## config.mk

```make
export PLATFORM = sky130hd
export DESIGN_NAME = fpa_queue
export DESIGN_NICKNAME = d
export VERILOG_FILES = /design/src/design/fpa_pkg.sv /design/src/design/fpa_queue.sv
export SDC_FILE = /design/constraint.sdc
export NUM_CORES = 1
export LEC_CHECK = 0
export ABC_AREA = 0
export BUFFER_PORTS_ARGS = -buffer_cell sky130_fd_sc_hd__buf_4
export CORE_MARGIN = 2
export CORE_UTILIZATION = 50
export CTS_BUF_LIST = sky130_fd_sc_hd__clkbuf_8
export DETAILED_ROUTE_END_ITERATION = 16
export GPL_TIMING_DRIVEN = 0
export PLACE_DENSITY = 0.74
export SLEW_MARGIN = 10
export SYNTH_ARGS = -nofsm -noshare
export SYNTH_HDL_FRONTEND = slang
export SYNTH_SLANG_ARGS = --single-unit
export TNS_END_PERCENT = 20
```

## constraint.sdc

```tcl
create_clock -name clk -period 3.5 [get_ports clk]
set_input_delay 0.175 -clock clk [delete_from_list [all_inputs] [get_ports clk]]
set_output_delay 0.175 -clock clk [all_outputs]
set_load 0.02 [all_outputs]
```

## src/design/fpa_pkg.sv

```systemverilog
// ----------------------------------------------------------------------------
// fpa_pkg: shared types and constants for the fixed-point ALU
// Opcodes, widths and the queue entry type passed from front to back.
// ----------------------------------------------------------------------------
`default_nettype none
package fpa_pkg;
	localparam int FRAC_W = 8;
	localparam int DW = 32;
	// divide: quotient of (|a| << FRAC_W) by |b|, one bit per stage
	localparam int QW = DW + FRAC_W;
	localparam int QDEPTH = 4;
	localparam int QAW = 2;

	typedef enum logic [3:0] {
		OP_ADD = 4'd0, OP_SUB = 4'd1, OP_MUL = 4'd2, OP_DIV = 4'd3,
		OP_GT = 4'd4, OP_LT = 4'd5, OP_GE = 4'd6, OP_LE = 4'd7,
		OP_EQ = 4'd8, OP_NE = 4'd9, OP_INC = 4'd10, OP_DEC = 4'd11,
		OP_MIN = 4'd12, OP_MAX = 4'd13, OP_FROM_INT = 4'd14, OP_TO_INT = 4'd15
	} op_t;

	// item class chosen by the front end
	typedef enum logic [1:0] {
		CL_SIMPLE = 2'd0, CL_MUL = 2'd1, CL_DIV = 2'd2
	} cls_t;

	typedef struct packed {
		cls_t             cls;
		logic             neg;      // sign of mul/div result
		logic             dz;
		logic             cmp;
		logic [DW-1:0]    res;      // simple result
		logic [DW-1:0]    mag_a;
		logic [DW-1:0]    mag_b;
	} entry_t;

	function automatic logic [DW-1:0] sat(input logic neg, input logic [2*DW-1:0] q);
		logic [DW-1:0] r;
		if (neg) begin
			if (q >= (2*DW)'(64'h8000_0000)) r = {1'b1, {(DW-1){1'b0}}};
			else r = DW'(0) - q[DW-1:0];
		end else begin
			if (q > (2*DW)'(64'h7FFF_FFFF)) r = {1'b0, {(DW-1){1'b1}}};
			else r = q[DW-1:0];
		end
		return r;
	endfunction
endpackage
`default_nettype wire

```

## src/design/fpa_queue.sv

```systemverilog
// ----------------------------------------------------------------------------
// fpa_queue: short FIFO between front and back
// ----------------------------------------------------------------------------
`default_nettype none
module fpa_queue (
	input  wire logic            clk,
	input  wire logic            arst_n,
	input  wire logic            push,
	input  fpa_pkg::entry_t      din,
	input  wire logic            pop,
	output fpa_pkg::entry_t      dout,
	output logic                 empty,
	output logic                 full
);
	import fpa_pkg::*;
	entry_t mem_q [QDEPTH];
	logic [QAW-1:0] wp_q, rp_q;
	logic [QAW:0] cnt_q;
	always_ff @(posedge clk) begin
		if (push) mem_q[wp_q] <= din;
	end
	always_ff @(posedge clk or negedge arst_n) begin
		if (!arst_n) begin
			wp_q <= '0;
			rp_q <= '0;
			cnt_q <= '0;
		end else begin
			if (push) wp_q <= wp_q + 1'b1;
			if (pop) rp_q <= rp_q + 1'b1;
			cnt_q <= cnt_q + (QAW+1)'(push) - (QAW+1)'(pop);
		end
	end
	assign dout = mem_q[rp_q];
	assign empty = cnt_q == '0;
	assign full = cnt_q == (QAW+1)'(QDEPTH);
endmodule
`default_nettype wire

```

==> results.tsv <==
stage	metric	value	unit
run_status	result of the run	finished, final reports clean	
global_route	aggregate global routing overflow	0	
pwr	Seq pwr share	0.421	
clock_network	number of buffers on the longest clock path	3	
final_layout	utilization after layout	0.652	
placement	I/O Buffers	207	
pwr	total chip power	15.8	mW
timing	final hold violations	0	
timing	achievable frequency	428	MHz
global_route	maximum number of pins on one net before global-route repair	57	
synthesis	part of the Yosys area used for sequential elements	0.819	
clock_network	CTS clock-pin slew for the worst setup and hold paths	0.07	ns
pwr	total net switching power	4.96	mW
floorplan	horizontal die dimension	177	µm
floorplan	starting density of the core	0.507	
synthesis	share of flip-flops with an asynchronous set or reset after synthesis	0.0170	
pwr	switching power as a share of total power	0.314	
flow_run	max capacitance violation total	0	
drt	TritonRoute pass-1 iters	4	
timing	minimum clock period after layout	2.34	ns
placement	Routability Congestion	0.726	
synthesis	leading cell type by number of instances after synthesis	edfxtp_1	
placement	HPWL Detailed	17100	µm
clock_network	clock tree from TritonCTS	built	
clock_network	CTS HTree Levels	2	
global_route	global routing usage summed across all routing layers	0.184	
pwr	power per cell area	817	mW/mm²
drt	average routed wire per standard cell	20.6	µm
setup_path	source of the critical timing path	rp_q[1]	
setup_path	CP Capture Type	output pin	
setup_path	number of cell instances on the worst register-to-register path	4	
setup_path	required time reported for the critical path endpoint	3.32	ns
drt	Via-to-Cell Ratio	5.22	
pwr	internal power	10.8	mW
setup_path	arrival time worst endpoint	2.16	ns
drt	First DRT Iteration DRCs	425	
clock_network	number of buffers added by the clock tree synthesis step	61	
synthesis	#FFs+latches synth	411	
pwr	static leakage	6.81	nW
synthesis	Primary FF master, synth	edfxtp_1	
synthesis	share of the synthesized area in the top cell type	0.807	
timing	post-route clock skew	0.0227	ns
floorplan	area of the core	0.0296	mm²
synthesis	largest area contributor in the synthesized netlist	edfxtp_1	
synthesis	cells after synthesis	562	
synthesis	leading post-synthesis cells by instance count	edfxtp_1 (404), mux4_2 (101), buf_2 (9), buf_12 (7), dfrtp_1 (7)	
clock_network	Resized Gates After CTS	0	
timing	final-report setup violation count	0	
global_route	number of antenna violations at the first check in global routing	1	
pwr	fraction of power consumed by combinational cells	0.364	
synthesis	synthesized area	0.0150	mm²
synthesis	synth top area cells	edfxtp_1 (81%), mux4_2 (15%), dfrtp_1 (1.2%)	
setup_path	Critical path destination	dout[41]	
setup_path	critical-path maximum fanout	10	
setup_path	endpoint of the most critical register-to-register path	mem_q[1][43]	
floorplan	top-level I/O count	208	
synthesis	number of nets produced by synthesis	674	
synthesis	Synth cell types	19	
final_layout	share of post-route cells with drive strength above 1	0.415	
min_path	Hold Startpoint	din[94]	
global_route	wire length of the first global-routing pass	43500	µm
clock_network	Worst-Skew Late Latency	0.59	ns
global_route	via count of the first global-routing pass	7967	
timing	RSZ-0062 raised after global routing	no	
drt	Total Wirelength	28500	µm
final_layout	area occupied by multi-input gates	0.00247	mm²
drt	remaining routing DRC violations	0	
drt	residual antenna-violating net count after detailed routing	0	
synthesis	number of synthesized flops with an enable pin	404	
timing	Slew Limit Headroom	0.491	
timing	Final period util	0.668	
final_layout	net count reported at finish	1053	
min_path	class of the tightest hold or removal check	in -> reg	
timing	slew at the pin closest to its max-slew limit	0.764	ns
final_layout	filler instances	1927	
final_layout	diode count	0	
floorplan	num rows	63	
pwr	power share of the clock group	0.216	
pwr	largest vdd supply drop	560	µV
drt	number of vias after detailed routing	7207	
clock_network	clock sink count	411	
setup_path	category of the most critical setup path	reg -> out	
setup_path	setup slack, reg-to-reg	1.40	ns
final_layout	sequential cell area	0.0123	mm²
synthesis	Yosys warning count	0	
synthesis	Avg Synthesized Cell Area	26.7	µm²
final_layout	growth of design area from synthesis to finish	28.6	%
floorplan	die area	0.0315	mm²
setup_path	worst reg2reg startpoint	wp_q[1]	
clock_network	CTS Root Buffer Type	clkbuf_8	
timing	pins over their slew limit	0	
setup_path	type of origin of the critical path	flop	
floorplan	y dimension of the die	177	µm
kinds of logic after synthesis:
| logic type | after synthesis | share of synthesized area |
|---|---|---|
| AOI/OAI and AO/OA | 1 | 0.000333 |
| xor gates and xnor gates | 5 | 0.00291 |
| adders and majority gates | 7 | 0.00633 |
| buffers and inverters | 29 | 0.0176 |
| DFF | 411 | 0.819 |
| muxes | 101 | 0.151 |
| and+or+nand+nor | 8 | 0.00291 |
critical path, stage by stage, from the launching register on:
cell	delay [ns]
dfrtp_1	0.36
buf_2	0.31
buf_2	0.36
mux4_2	0.37
buf_4	0.18
timing repair:
action | 4_1_cts | 5_1_grt
hold endpoints to repair | 416 | 0
hold buffers | 105 | 0
buffers inserted | 0 | 0
layout make-up:
class | count | area share
sequential | 411 | 0.637
timing repair buffer | 316 | 0.140
multi-input combinational | 122 | 0.128
clock buffer | 62 | 0.0441
tap | 390 | 0.0252
buffer | 23 | 0.0125
clock inverter | 50 | 0.0121
inverter | 6 | 0.00116
cell usage in the layout (no fill, tap or decap), types with 3 or more instances in the layout:
| cell type | netlist | routed |
|---|---|---|
| inv_1 | 6 | 25 |
| buf_16 | 0 | 4 |
| clkbuf_8 | 0 | 62 |
| dlygate4sd3_1 | 0 | 105 |
| and2_4 | 0 | 4 |
| xnor2_1 | 3 | 3 |
| ha_1 | 6 | 6 |
| mux4_2 | 101 | 101 |
| clkinv_2 | 0 | 9 |
| clkinv_1 | 0 | 19 |
| edfxtp_1 | 404 | 404 |
| dfrtp_1 | 7 | 7 |
| buf_4 | 3 | 210 |
| buf_12 | 7 | 7 |
| buf_2 | 9 | 9 |
state kept, by name, summed over array words and instances, names as in the netlist:
signal / count
rp_q: 2
cnt_q: 3
mem_q: 404
wp_q: 2
worst min path at each step:
stage / endpoint / slack, ns / cells past startpoint
after floorplan: cnt_q[0] / -0.12 / 0
after global placement: cnt_q[0] / -0.01 / 1
after detailed placement: cnt_q[0] / -0.006 / 1
after CTS: mem_q[1][9] / 0.29 / 2
after global routing: mem_q[2][23] / 0.30 / 2
final: mem_q[1][94] / 0.33 / 2
power by group through the flow:
stage	combinational [mW]	clock, mW	sequential [mW]
after global placement	5.55	0	6.85
after detailed placement	5.73	0	6.75
after floorplan	3.60	0	6.75
after global routing	6.09	3.71	6.71
final	5.74	3.41	6.65
after CTS	5.84	3.50	6.66
stage by stage:
stage	hold slack [ns]	TNS, ns	setup slack, ns	cell area [µm²]	instances
3_3_place_gp	-0.0107	-586.12	-1.50	17100	1159
2_1_floorplan	-0.121	0	0.0750	15000	562
6_report	0.332	0	1.16	19300	1380
5_1_grt	0.302	0	1.05	19300	1380
4_1_cts	0.288	0	1.08	19300	1380
3_5_place_dp	-0.00589	0	1.40	17200	1163
layer usage:
| metal | vias up | track usage | part of all wire |
|---|---|---|---|
| met5 | - | 0 | 0.00042 |
| met4 | 2 | 0.0635 | 0.025 |
| met3 | 52 | 0.0448 | 0.071 |
| met2 | 283 | 0.319 | 0.52 |
| met1 | 3676 | 0.228 | 0.38 |
| li1 | 3194 | - | - |
(Power assumes the default switching activity.)
